## src/hdl/bts_pkg.sv

```systemverilog
// ----------------------------------------------------------------------------
// Scheduler package
// Service codes, guard phases, and request and result types for the task scheduler.
// ----------------------------------------------------------------------------
package bts_pkg;

  localparam int unsigned TasksDef      = 32;
  localparam int unsigned WaitListsDef  = 8;
  localparam int unsigned GuardListsDef = 8;
  localparam int unsigned TimeWidthDef  = 32;

  typedef enum logic [3:0] {
    FN_SELECT    = 4'd0,
    FN_CREATE    = 4'd1,
    FN_TERMINATE = 4'd2,
    FN_BLOCKLIST = 4'd3,
    FN_BLOCKDL   = 4'd4,
    FN_BOTH      = 4'd5,
    FN_SIGNAL    = 4'd6,
    FN_TICK      = 4'd7,
    FN_ACCEPTED  = 4'd8,
    FN_GUARDCMD  = 4'd9,
    FN_GUARDWAIT = 4'd10,
    FN_WAITCHG   = 4'd11,
    FN_GUARDCHG  = 4'd12,
    FN_GUARDTICK = 4'd13
  } func_e;

  localparam logic [1:0] PhEval     = 2'd0;
  localparam logic [1:0] PhChanged  = 2'd1;
  localparam logic [1:0] PhWaiting  = 2'd2;

  typedef struct packed {
    logic       kind;
    logic [4:0] woken_task;
    logic       return_code;
    logic       found;
    logic       running_valid;
    logic [4:0] running_task;
    logic       last;
  } res_t;

  typedef struct packed {
    logic [3:0]  func;
    logic [4:0]  task_number;
    logic [2:0]  list_number;
    logic [2:0]  guard_number;
    logic [31:0] time_value;
  } req_t;

endpackage

```

## src/hdl/bts_if.sv

```systemverilog
// ----------------------------------------------------------------------------
// Stream interface
// Valid/ready channel carrying one payload per transaction.
// ----------------------------------------------------------------------------
interface bts_if #(parameter type T = logic) ();
  logic valid;
  logic ready;
  T     data;
  modport source (output valid, output data, input ready);
  modport sink   (input valid, input data, output ready);
endinterface

```

## src/hdl/bts_ffs.sv

```systemverilog
// ----------------------------------------------------------------------------
// Find first set
// Priority encoder shared by every scan of the scheduler.
// ----------------------------------------------------------------------------
module bts_ffs #(
  parameter int unsigned W = 32
) (
  input  logic [W-1:0]                          vec_i,
  output logic [((W > 1) ? $clog2(W) : 1)-1:0]  idx_o
);
  localparam int unsigned IW = (W > 1) ? $clog2(W) : 1;

  always_comb begin
    idx_o = '0;
    for (int i = W - 1; i >= 0; i--) begin
      if (vec_i[i]) idx_o = IW'(i);
    end
  end
endmodule

```

## src/hdl/bitmap_task_scheduler.sv

```systemverilog
// ----------------------------------------------------------------------------
// Bitmap task scheduler
// Scheduler coprocessor: task bitmasks, wait lists, deadlines and guards.
// ----------------------------------------------------------------------------
// Usage:
//   req (sink): one kernel service per transaction (func, task, list,
//   guard, time). res (source): zero or more woken-task reports followed
//   by one final status with last = 1.
//   Operation: a service is decoded in ST_EXEC, then the scan unit walks
//   the candidate mask with one shared find-first-set, one candidate per
//   cycle while the output register is free; the tick services first read
//   each candidate's deadline in ST_RDDL. Each result waits in the output
//   register until taken; the scan halts while it is full.
//   A new request is taken once the final status is in the output register.
//   Reset clears all masks, per-task state and the running task; the
//   deadline store is a memory that needs no clearing, since a deadline
//   is only read for tasks whose mask bit was set by a write.
//   A stalled receiver holds the current result and freezes the scan.
// ----------------------------------------------------------------------------
module bitmap_task_scheduler #(
  parameter int unsigned TASKS       = bts_pkg::TasksDef,
  parameter int unsigned WAIT_LISTS  = bts_pkg::WaitListsDef,
  parameter int unsigned GUARD_LISTS = bts_pkg::GuardListsDef,
  parameter int unsigned TIME_WIDTH  = bts_pkg::TimeWidthDef
) (
  input logic clk_i,
  input logic rst_ni,
  bts_if.sink   req,
  bts_if.source res
);
  import bts_pkg::*;

  localparam int unsigned TW = (TASKS > 1) ? $clog2(TASKS) : 1;
  localparam int unsigned LW = (WAIT_LISTS > 1) ? $clog2(WAIT_LISTS) : 1;
  localparam int unsigned GW = (GUARD_LISTS > 1) ? $clog2(GUARD_LISTS) : 1;

  typedef enum logic [4:0] {
    ST_IDLE = 5'b00001,
    ST_EXEC = 5'b00010,
    ST_SCAN = 5'b00100,
    ST_RDDL = 5'b01000,
    ST_STAT = 5'b10000
  } state_e;

  state_e            state_q, state_d;
  req_t              cur_q;
  logic [TASKS-1:0]  ready_q, dlw_q, gdl_q, scan_q;
  logic [TASKS-1:0]  inl_q, dlg_q;
  logic [TASKS-1:0]  wl_q [WAIT_LISTS];
  logic [TASKS-1:0]  gl_q [GUARD_LISTS];
  logic [LW-1:0]     link_q [TASKS];
  logic [GUARD_LISTS-1:0] gset_q [TASKS];
  logic [1:0]        ph_q [TASKS];
  logic [TIME_WIDTH-1:0] dl_mem [TASKS];
  logic [TIME_WIDTH-1:0] dl_rd_q;
  logic              run_q;
  logic [4:0]        ridx_q;
  logic              found_q;
  logic              ov_q;
  res_t              ores_q;

  logic [TW-1:0]     ffs_idx;
  logic [TIME_WIDTH-1:0] tv;
  logic [TW-1:0]     r;
  logic [TW-1:0]     tn;
  logic [LW-1:0]     lidx;
  logic [GW-1:0]     gidx;
  logic              list_ok, guard_ok;
  logic              out_free;

  bts_ffs #(.W(TASKS)) u_ffs (.vec_i(scan_q), .idx_o(ffs_idx));

  assign tv       = TIME_WIDTH'(cur_q.time_value);
  assign r        = ridx_q[TW-1:0];
  assign tn       = cur_q.task_number[TW-1:0];
  assign lidx     = LW'(cur_q.list_number);
  assign gidx     = GW'(cur_q.guard_number);
  assign list_ok  = 32'(cur_q.list_number) < WAIT_LISTS;
  assign guard_ok = 32'(cur_q.guard_number) < GUARD_LISTS;
  assign out_free = !ov_q || res.ready;

  assign req.ready = (state_q == ST_IDLE);
  assign res.valid = ov_q;
  assign res.data  = ores_q;

  always_ff @(posedge clk_i) begin
    if (state_q == ST_EXEC && run_q && (cur_q.func == FN_BLOCKDL || cur_q.func == FN_BOTH)
        && list_ok | (cur_q.func == FN_BLOCKDL)) begin
      dl_mem[r] <= tv;
    end else if (state_q == ST_EXEC && run_q && cur_q.func == FN_GUARDWAIT
                 && ph_q[r] == PhEval && (!gdl_q[r] || dl_rd_q > tv)) begin
      dl_mem[r] <= tv;
    end else if (state_q == ST_EXEC && cur_q.func == FN_CREATE
                 && 32'(cur_q.task_number) < TASKS) begin
      dl_mem[tn] <= '0;
    end
    dl_rd_q <= dl_mem[(state_q == ST_IDLE) ? r : ffs_idx];
  end

  always_ff @(posedge clk_i or negedge rst_ni) begin
    if (!rst_ni) begin
      state_q <= ST_IDLE;
      ready_q <= '0; dlw_q <= '0; gdl_q <= '0; scan_q <= '0;
      inl_q <= '0; dlg_q <= '0;
      run_q <= 1'b0; ridx_q <= '0; found_q <= 1'b0; ov_q <= 1'b0;
      ores_q <= '0; cur_q <= '0;
      for (int i = 0; i < WAIT_LISTS; i++) wl_q[i] <= '0;
      for (int i = 0; i < GUARD_LISTS; i++) gl_q[i] <= '0;
      for (int i = 0; i < TASKS; i++) begin
        link_q[i] <= '0; gset_q[i] <= '0; ph_q[i] <= PhEval;
      end
    end else begin
      if (res.ready) ov_q <= 1'b0;
      unique case (state_q)
        ST_IDLE: begin
          if (req.valid) begin
            cur_q   <= req.data;
            found_q <= 1'b0;
            state_q <= ST_EXEC;
          end
        end
        ST_EXEC: begin
          state_q <= ST_STAT;
          case (cur_q.func)
            FN_SELECT: begin
              logic [TASKS-1:0] rm;
              rm = ready_q;
              if (run_q) rm[r] = 1'b1;
              run_q <= 1'b0;
              scan_q <= rm;
              ready_q <= rm;
              if (|rm) state_q <= ST_SCAN;
            end
            FN_CREATE: begin
              if (32'(cur_q.task_number) < TASKS) begin
                for (int i = 0; i < WAIT_LISTS; i++) wl_q[i][tn] <= 1'b0;
                for (int i = 0; i < GUARD_LISTS; i++) gl_q[i][tn] <= 1'b0;
                dlw_q[tn] <= 1'b0; gdl_q[tn] <= 1'b0;
                inl_q[tn] <= 1'b0; link_q[tn] <= '0; gset_q[tn] <= '0;
                ph_q[tn] <= PhEval; dlg_q[tn] <= 1'b0;
                if (run_q && ridx_q == cur_q.task_number) run_q <= 1'b0;
                ready_q[tn] <= 1'b1;
              end
            end
            FN_TERMINATE: run_q <= 1'b0;
            FN_BLOCKLIST, FN_BLOCKDL, FN_BOTH: begin
              if (run_q && (cur_q.func == FN_BLOCKDL || list_ok)) begin
                if (cur_q.func != FN_BLOCKDL) begin
                  wl_q[lidx][r] <= 1'b1;
                  inl_q[r] <= 1'b1; link_q[r] <= lidx;
                end
                if (cur_q.func != FN_BLOCKLIST) dlw_q[r] <= 1'b1;
                run_q <= 1'b0;
              end
            end
            FN_SIGNAL: begin
              if (list_ok) begin
                scan_q <= wl_q[lidx];
                if (|wl_q[lidx]) state_q <= ST_SCAN;
              end
            end
            FN_TICK: begin
              scan_q <= dlw_q;
              if (|dlw_q) state_q <= ST_RDDL;
            end
            FN_ACCEPTED: begin
              if (run_q) begin
                ph_q[r] <= PhEval;
                for (int g = 0; g < GUARD_LISTS; g++) gl_q[g][r] <= 1'b0;
                gset_q[r] <= '0; gdl_q[r] <= 1'b0; dlg_q[r] <= 1'b0;
              end
            end
            FN_GUARDCMD: begin
              if (run_q && guard_ok && ph_q[r] == PhEval) begin
                gl_q[gidx][r] <= 1'b1;
                gset_q[r][gidx] <= 1'b1;
              end
            end
            FN_GUARDWAIT: begin
              if (run_q && ph_q[r] == PhEval) begin
                dlg_q[r] <= 1'b1; gdl_q[r] <= 1'b1;
              end
            end
            FN_WAITCHG: begin
              if (run_q) begin
                if (ph_q[r] == PhChanged) begin
                  found_q <= 1'b1; ph_q[r] <= PhEval;
                end else if (dlg_q[r] || |gset_q[r]) begin
                  found_q <= 1'b1; ph_q[r] <= PhWaiting; run_q <= 1'b0;
                end
              end
            end
            FN_GUARDCHG: begin
              if (guard_ok) begin
                scan_q <= gl_q[gidx];
                if (|gl_q[gidx]) state_q <= ST_SCAN;
              end
            end
            FN_GUARDTICK: begin
              scan_q <= gdl_q;
              if (|gdl_q) state_q <= ST_RDDL;
            end
            default: ;
          endcase
        end
        ST_RDDL: state_q <= ST_SCAN;
        ST_SCAN: begin
          if (out_free) begin
            logic [TASKS-1:0] rest;
            logic             hit;
            rest = scan_q;
            rest[ffs_idx] = 1'b0;
            hit  = 1'b0;
            case (cur_q.func)
              FN_SELECT: begin
                ready_q[ffs_idx] <= 1'b0;
                run_q <= 1'b1; ridx_q <= 5'(ffs_idx);
                rest = '0;
              end
              FN_SIGNAL: begin
                found_q <= 1'b1;
                dlw_q[ffs_idx] <= 1'b0;
                wl_q[lidx][ffs_idx] <= 1'b0;
                inl_q[ffs_idx] <= 1'b0;
                ready_q[ffs_idx] <= 1'b1;
                hit = 1'b1;
                ores_q <= '{kind: 1'b0, woken_task: 5'(ffs_idx), return_code: 1'b1,
                            default: '0};
                rest = '0;
              end
              FN_TICK: begin
                if (tv >= dl_rd_q) begin
                  dlw_q[ffs_idx] <= 1'b0;
                  if (inl_q[ffs_idx]) begin
                    wl_q[link_q[ffs_idx]][ffs_idx] <= 1'b0;
                    inl_q[ffs_idx] <= 1'b0;
                  end
                  ready_q[ffs_idx] <= 1'b1;
                  hit = 1'b1;
                  ores_q <= '{kind: 1'b0, woken_task: 5'(ffs_idx), default: '0};
                end
              end
              default: begin
                if (cur_q.func == FN_GUARDCHG || tv >= dl_rd_q) begin
                  // guard list membership always mirrors the task's guard set
                  for (int g = 0; g < GUARD_LISTS; g++)
                    if (gset_q[ffs_idx][g]) gl_q[g][ffs_idx] <= 1'b0;
                  gset_q[ffs_idx] <= '0; gdl_q[ffs_idx] <= 1'b0; dlg_q[ffs_idx] <= 1'b0;
                  if (ph_q[ffs_idx] == PhWaiting) begin
                    ph_q[ffs_idx] <= PhEval;
                    ready_q[ffs_idx] <= 1'b1;
                    hit = 1'b1;
                    ores_q <= '{kind: 1'b0, woken_task: 5'(ffs_idx), return_code: 1'b1,
                                default: '0};
                  end else if (ph_q[ffs_idx] == PhEval) begin
                    ph_q[ffs_idx] <= PhChanged;
                  end
                end
              end
            endcase
            if (hit) ov_q <= 1'b1;
            scan_q <= rest;
            if (!(|rest)) state_q <= ST_STAT;
            else if (cur_q.func == FN_TICK || cur_q.func == FN_GUARDTICK) state_q <= ST_RDDL;
          end
        end
        ST_STAT: begin
          if (out_free) begin
            ores_q <= '{kind: 1'b1, found: found_q, running_valid: run_q,
                        running_task: run_q ? ridx_q : 5'd0, last: 1'b1, default: '0};
            ov_q <= 1'b1;
            state_q <= ST_IDLE;
          end
        end
        default: state_q <= ST_IDLE;
      endcase
    end
  end
endmodule

```

## src/flat_wrapper.sv

```systemverilog
// flat-port wrapper written by rule: the top's interface ports become plain ports
module bitmap_task_scheduler_flat import bts_pkg::*;
#(
  parameter int unsigned TASKS       = bts_pkg::TasksDef,
  parameter int unsigned WAIT_LISTS  = bts_pkg::WaitListsDef,
  parameter int unsigned GUARD_LISTS = bts_pkg::GuardListsDef,
  parameter int unsigned TIME_WIDTH  = bts_pkg::TimeWidthDef
)
  (clk_i, rst_ni, req_valid, req_data, req_ready, res_valid, res_data, res_ready);
  bts_if req_i ();
  bts_if res_i ();
  input logic clk_i;
  input logic rst_ni;
  input wire logic [$bits(req_i.valid)-1:0] req_valid;
  input wire logic [$bits(req_i.data)-1:0] req_data;
  output wire logic [$bits(req_i.ready)-1:0] req_ready;
  output wire logic [$bits(res_i.valid)-1:0] res_valid;
  output wire logic [$bits(res_i.data)-1:0] res_data;
  input wire logic [$bits(res_i.ready)-1:0] res_ready;
  assign req_i.valid = req_valid;
  assign req_i.data = req_data;
  assign req_ready = req_i.ready;
  assign res_valid = res_i.valid;
  assign res_data = res_i.data;
  assign res_i.ready = res_ready;
  bitmap_task_scheduler #(.TASKS(TASKS), .WAIT_LISTS(WAIT_LISTS), .GUARD_LISTS(GUARD_LISTS), .TIME_WIDTH(TIME_WIDTH)) u_core (.clk_i(clk_i), .rst_ni(rst_ni), .req(req_i), .res(res_i));
endmodule
```

## config.mk

```make
export PLATFORM = sky130hd
export DESIGN_NAME = bitmap_task_scheduler_flat
export DESIGN_NICKNAME = d
export VERILOG_FILES = /design/src/hdl/bts_pkg.sv /design/src/hdl/bts_if.sv /design/src/hdl/bts_ffs.sv /design/src/hdl/bitmap_task_scheduler.sv /design/src/flat_wrapper.sv
export SDC_FILE = /design/constraint.sdc
export NUM_CORES = 1
export LEC_CHECK = 0
export BUFFER_PORTS_ARGS = -buffer_cell sky130_fd_sc_hd__buf_2
export CAP_MARGIN = 20
export CORE_MARGIN = 5
export CORE_UTILIZATION = 35
export DETAILED_ROUTE_END_ITERATION = 10
export PLACE_DENSITY = 0.55
export SLEW_MARGIN = 15
export SYNTH_ARGS = -nofsm -noshare
export SYNTH_HDL_FRONTEND = slang
export SYNTH_SLANG_ARGS = --single-unit
```

## constraint.sdc

```tcl
create_clock -name clk_i -period 2.1 [get_ports clk_i]
set_input_delay 0.42 -clock clk_i [delete_from_list [all_inputs] [get_ports clk_i]]
set_output_delay 0.42 -clock clk_i [all_outputs]
set_load 0.05 [all_outputs]
```

Yosys cells after proc, flatten, opt, wreduce, memory -nomap -nowiden. Memories as Yosys holds them, arrays and structs flattened. Index checks and enable logic that the tools add are counted.

Bits in registers: 110. ROM bits: 64. Word-level logic and storage cells: 109. Memories: 1.

Memories: (name not given) (words 32, width 2, rd ports 1, clocked after Yosys merged registers in 0, wr ports 0, RTL line bitmap_task_scheduler.sv:249) `if (ph_q[ffs_idx] == PhWaiting) begin`.

Magnitude comparators: 6. Eq/ne operators: 12. Mux-type cells: 63. Bitwise operators: 5. Reduce and logical (&&, ||, !) cells: 13.

Operators by type and width (number): 2-to-1 mux 32 bit (6); 2-to-1 mux 5 bit (37); case mux 32 bit (2 select lines) (2); OR reduction 32 bit (2); AND 32 bit (1); greater-or-equal comparator 1 x 32 -> 1 bit (1); NOT 32 bit (1); bitwise OR 32 bit (1); case mux 5 bit (5 select lines) (1); less-than comparator 5 x 6 -> 1 bit (second input constant) (2); 2-to-1 mux 1 bit (11); demux 1 bit (select 5 bit) (2); greater-or-equal comparator 5 x 1 -> 1 bit (second input constant) (2); != test 2 x 1 -> 1 bit (second input constant) (4); greater-or-equal comparator 6 bit (second input constant) (1); NOT 5 -> 6 bit (1); AND reduction 2 bit (3); AND reduction 6 bit (1); equality test 5 x 1 -> 1 bit (second input constant) (1); equality test 5 x 2 -> 1 bit (second input constant) (1); equality test 5 x 3 -> 1 bit (second input constant) (1); equality test 5 x 4 -> 1 bit (second input constant) (1); equality test 5 bit (second input constant) (1); 2-to-1 mux 2 bit (2); 9 further kinds (13).

Longest topological paths before layout.
Word-level depth: 40. Mapped depth: 8. Depth with buffers taken out: 6.

Modules after synthesis. Synthesis repeated with hierarchy kept, for this count alone.

Cell total of the unflattened synthesis: 407. Area total of the unflattened synthesis: 3907.5 um^2.

Modules (own cells, without submodules): bitmap_task_scheduler (instances 1, cells each 344, area an instance 3542.1 um^2, seq. area each 1903.1 um^2); bts_ffs (instances 1, cells each 63, area an instance 365.4 um^2, seq. area each 0.0 um^2).

Least setup slack after synthesis. No wires, ideal clock.

Kind: register to output. Start point: reg u_core.state_q[0]. End point: out req_ready. Data arrival time: 2194 ps. Data required time: 1680 ps. Setup slack: -514 ps. Stages on the path, launching flop included: 3. Buffers on the path: 0. Cell sequence: dfstp_2 inv_1 nor4_1.

Word-level cells in the longest chain between the ends: 1.

Ends and longest elaborated chain: start, declared (RTL line bitmap_task_scheduler.sv:45) `state_e state_q, state_d;`; start signal, assigned (RTL line bitmap_task_scheduler.sv:102) `state_q <= ST_IDLE;`; start signal, assigned (RTL line bitmap_task_scheduler.sv:119) `state_q <= ST_EXEC;`; start signal, assigned (RTL line bitmap_task_scheduler.sv:123) `state_q <= ST_STAT;`; equality test 5 x 1 -> 1 bit (RTL line bitmap_task_scheduler.sv:82) `assign req.ready = (state_q == ST_IDLE);`; end, declared (RTL line flat_wrapper.sv:16) `output wire logic [$bits(req_i.ready)-1:0] req_ready;`.

No other way between the ends.

Worst setup path in the final report.
Start point: reg u_core.scan_q[21]. End point: reg u_core.ready_q[25].

Word-level cells in the longest chain between the ends: 30. Elaborated cells between the ends (all ways): 31.

Ends and longest elaborated chain: start, declared (RTL line bitmap_task_scheduler.sv:47) `logic [TASKS-1:0] ready_q, dlw_q, gdl_q, scan_q;`; start signal, assigned (RTL line bitmap_task_scheduler.sv:130) `scan_q <= rm;`; start signal, assigned (RTL line bitmap_task_scheduler.sv:158) `scan_q <= wl_q[lidx];`; start signal, assigned (RTL line bitmap_task_scheduler.sv:163) `scan_q <= dlw_q;`; 2-to-1 mux 5 bit (*) (22 in a row) (RTL line bts_ffs.sv:16) `if (vec_i[i]) idx_o = IW'(i);`; less-than comparator 5 x 6 -> 1 bit (not written as such) / greater-or-equal comparator 5 x 1 -> 1 bit (equally long branches); logical AND 1 bit (not written as such); 2-to-1 mux 1 bit (not written as such); demux 1 bit (select 5 bit) (*); NOT 32 bit (no source line) (*); AND 32 bit (no source line) (*); 2-to-1 mux 32 bit (*) (RTL line bitmap_task_scheduler.sv:208) `if (out_free) begin`; case mux 32 bit (2 select lines) (*) (RTL line bitmap_task_scheduler.sv:114) `unique case (state_q)`; end signal, assigned (RTL line bitmap_task_scheduler.sv:131) `ready_q <= rm;`; end, declared (RTL line bitmap_task_scheduler.sv:47).

Mark *: on every way between the ends. The rest lies on a longest branch, timed or not. The select of a mux whose other input is x is not followed. A chain may end at the register's enable or synchronous reset.

==> summary.md <==
| Metric | Value |
|---|---|
| Instance area after placement | 0.00463 mm² |
| Via count of the first global-routing pass | 3560 |
| Number of remaining DRC errors | 0 |
| Largest net degree at the start of global routing | 45 |
| Mean number of vias per cell | 5.56 |
| First-pass GRT wire length | 19500 µm |
| Worst path required time | 2.32 ns |
| Final count of hold timing violations | 0 |
| Largest area contributor in the synthesized netlist | sky130_fd_sc_hd__dfrtp_1 |
| Critical Path, Cell by Cell | or4_4 -> a211oi_2 -> or4b_4 -> a21oi_4 -> a21oi_1 |
| Post-synthesis register bit count | 76 |
| Core area | 0.0109 mm² |
| Slowest library cell on the worst path | sky130_fd_sc_hd__or4_4 |
| Number of antenna violations at the first check in global routing | 0 |
| Half-perimeter wire length after placement | 8800 µm |
| IR Drop Worst-Case VDD | 610 µV |
| DRT Pass-1 Iters | 5 |
| Setup violations, final | 19 |
| Total via count in the routed design | 3699 |
| Count of mapped cells out of synthesis | 437 |
| Most frequent standard cell in the layout excluding fill and tap cells | sky130_fd_sc_hd__a21oi_1 |
| Fraction of power consumed by the clock network | 0.214 |
| Die Area | 0.0135 mm² |
| TritonCTS clock tree | done |
| Clock latency reported for the late side of the worst-skew pair | 0.34 ns |
| Synth-to-layout area growth | 31.8% |
| Internal power | 0.00422 W |
| Leakage Power | 2.20 nW |
| P_sw | 0.00275 W |
| Diode count | 0 |
| Setup TNS | -0.348 ns |
| Final Instance Area | 0.00521 mm² |
| Initial cell density of the core | 0.361 |
| Worst Slack Setup Final | -0.0422 ns |
| Max-capacitance violation count | 0 |
| WHS | 0.0299 ns |
| Sequential area share after synthesis | 0.482 |
| Count of cell types in the netlist | 62 |
| Outcome | finished, violations left |
| Unrepaired setup endpoints after global routing | true |
| Category of cells accounting for the largest share of critical-path delay | simple AND/OR/NAND/NOR gates |
| Worst path max stage delay | 0.54 ns |
| Main combinational cell family by area after synthesis | compound AO/OA/AOI/OAI gates |
| Minimum period implied by the final worst setup slack | 2.14 ns |
| Sink count of the clock tree | 76 |
| Worst slew slack as a fraction of its limit | 0.653 |
| Max H-tree Level | 3 |
| Slew at the pin closest to its max-slew limit | 0.518 ns |
| Quantity of I/O buffers inserted on ports | 6 |
| Fraction of layout cells with a size suffix above 1 | 0.320 |
| Logic gate share of total power | 0.442 |
| Vertical die dimension | 116 µm |
| Final weighted congestion in routability-driven placement | 0.896 |
| Clock-pin transition on the worst setup and hold timing paths | 0.06 ns |
| Commonest cells after routing, fill and taps aside | 91 x sky130_fd_sc_hd__a21oi_1, 87 x sky130_fd_sc_hd__buf_4, 72 x sky130_fd_sc_hd__dfrtp_1 |
| Register share of total power | 0.343 |
| Proportion of register bits with asynchronous set or reset after synthesis | 1.00 |
| FP Rows | 38 |
| Reg-to-reg slack, setup | -0.04 ns |
| Post-DR wirelength/cell | 18.7 µm |
| Post-synthesis share of cell area spent on full adders, half adders and majority gates | 0 |
| Synth Warn # | 0 |
| DRC violation total after the first TritonRoute iteration | 340 |
| Remaining global-route overflow | 0 |
| Net count reported at finish | 525 |
| Final worst path period share | 1.02 |
| Largest fanout on the critical path | 4 |
| Total power | 0.00697 W |
| Share of the synthesized area in compound gates (AO/OA/AOI/OAI) | 0.252 |
| CTS max path bufs | 2 |
| Worst min-delay path category | in2async |
| Die boundary width | 116 µm |
| Number of buffers added to fix hold violations after cts | 0 |
| Main area contributors after synthesis | sky130_fd_sc_hd__dfrtp_1 47%, sky130_fd_sc_hd__a21oi_1 13%, sky130_fd_sc_hd__o21ai_0 5.4% |
| GR Util All Layers | 0.192 |
| Switching fraction of total power | 0.395 |
| Final wirelength | 12400 µm |
| Syn avg cell area | 9.04 µm² |
| Fmax | 0.467 GHz |
| Critical Path Start Type | flip-flop |
| Area fraction of the dominant cell type after synthesis | 0.475 |
| Endpoint arrival time on the critical path | 2.36 ns |
| Simple-Gate Fraction of Synth Area | 0.214 |
| Largest clock skew in the final design | 0.00921 ns |
| Most common flop cell mapped by yosys | sky130_fd_sc_hd__dfrtp_1 |
| Fraction of synthesized area in multiplexers | 0 |
| Category of the worst setup path capture point | flip-flop |
| Number of nets with antenna violations after routing | 0 |
| Core occupancy in the finished layout | 0.476 |
| Total I/O pin count | 8 |
| Post-synth EDFFs | 0 |
| Synth Area in XOR/XNOR | 0 |
| Post-synth design cell area | 0.00395 mm² |
| Max Slew Vio Count | 0 |
| Number of buffers added by the clock tree synthesis step | 9 |
| Post-Syn Nets | 442 |
| Failing checks | negative setup slack |
| Power Dens Cells | 1340 mW/mm² |
| Path type of the worst setup path | reg2reg |
| Library cell used as clock root buffer | sky130_fd_sc_hd__clkbuf_16 |
| Buffering stage count on the worst path with inverters included | 0 |
layer usage:
layer,global-route usage,routed length (µm),share of wire
met1,0.267,5750,0.46
met2,0.292,5660,0.46
met3,0.0378,655,0.053
met4,0.0820,357,0.029
met5,0,0,0
stage by stage:
stage | setup WS, ns | cells
3_3_place_gp | -0.139 | 638
3_5_place_dp | -0.143 | 638
4_1_cts | -0.0448 | 663
5_1_grt | -0.107 | 665
6_report | -0.0422 | 665
2_1_floorplan | 0.0557 | 437
synth_stat cells, drive strengths merged (2+ instances only):
cell type	instances
nor4	17
nor2b	9
o21a	2
or4	5
nand3	2
o211ai	2
and3b	3
a21oi	102
nor3	8
clkbuf	17
nor3b	6
nand2	51
or2	5
dfrtp	75
a211oi	2
nand2b	7
nor2	19
inv	12
nand3b	2
a31o	2
and3	3
nor4b	3
nand4	3
bufbuf	2
a2111oi	2
a221o	2
o31ai	4
o21ai	44
a31oi	3
and2	4
buf	6
o31a	2
power by group through the flow:
| stage | sequential (W) | clock (W) | combinational [W] |
|---|---|---|---|
| after global routing | 0.00245 | 0.00158 | 0.00335 |
| after detailed placement | 0.00238 | 0 | 0.00266 |
| after global placement | 0.00236 | 0 | 0.00263 |
| after CTS | 0.00235 | 0.00152 | 0.00296 |
| final | 0.00239 | 0.00149 | 0.00308 |
| after floorplan | 0.00233 | 0 | 0.00138 |
area by class of cell:
class	instances	area [µm²]
inverters	12	45.0
clock inverters	5	36.3
fillers	1083	5730
multi-input cells	324	2040
flip-flops and latches	76	1910
repair buffers	97	752
clock buffers	11	253
well taps	140	175
cells by family (layout without fill, tap and decap cells):
family | Yosys count | after routing
buf+inv | 37 | 125
compound gates | 174 | 174
flops | 76 | 76
simple gates | 150 | 150
worst register-to-register path, cell delays in order, from the launching register on:
cell	delay [ns]
sky130_fd_sc_hd__dfrtp_1	0.41
sky130_fd_sc_hd__or4_4	0.54
sky130_fd_sc_hd__a211oi_2	0.24
sky130_fd_sc_hd__or4b_4	0.54
sky130_fd_sc_hd__a21oi_4	0.20
sky130_fd_sc_hd__a21oi_1	0.10
state kept, by name, summed over array words and instances, names as in the netlist:
signal	cells
u_core.res.valid	1
u_core.r	5
u_core.res.data	1
u_core.ready_q	32
u_core.scan_q	32
u_core.run_q	1
u_core.state_q	4
path summary, 6_finish.rpt:
| check | from | endpoint | cells past startpoint |
|---|---|---|---|
| max | u_core.scan_q[21] | u_core.ready_q[25] | 5 |
| min | rst_ni | u_core.res.valid | 1 |
| max reg2reg | u_core.scan_q[21] | u_core.ready_q[25] | 5 |
| min reg2reg | u_core.res.data | u_core.res.data | 1 |
| max in group asynchronous | rst_ni | u_core.scan_q[23] | 2 |
| min in group clk_i | req_valid | u_core.state_q[1] | 2 |
timing repair:
item	in CTS	in global routing
gates cloned	0	0
resized for setup	31	15
buffers inserted	10	2
pin swaps	15	14
endpoints found under the setup margin	30	33
hold endpoints to repair	0	0
Power figures use the tool's default switching activity.
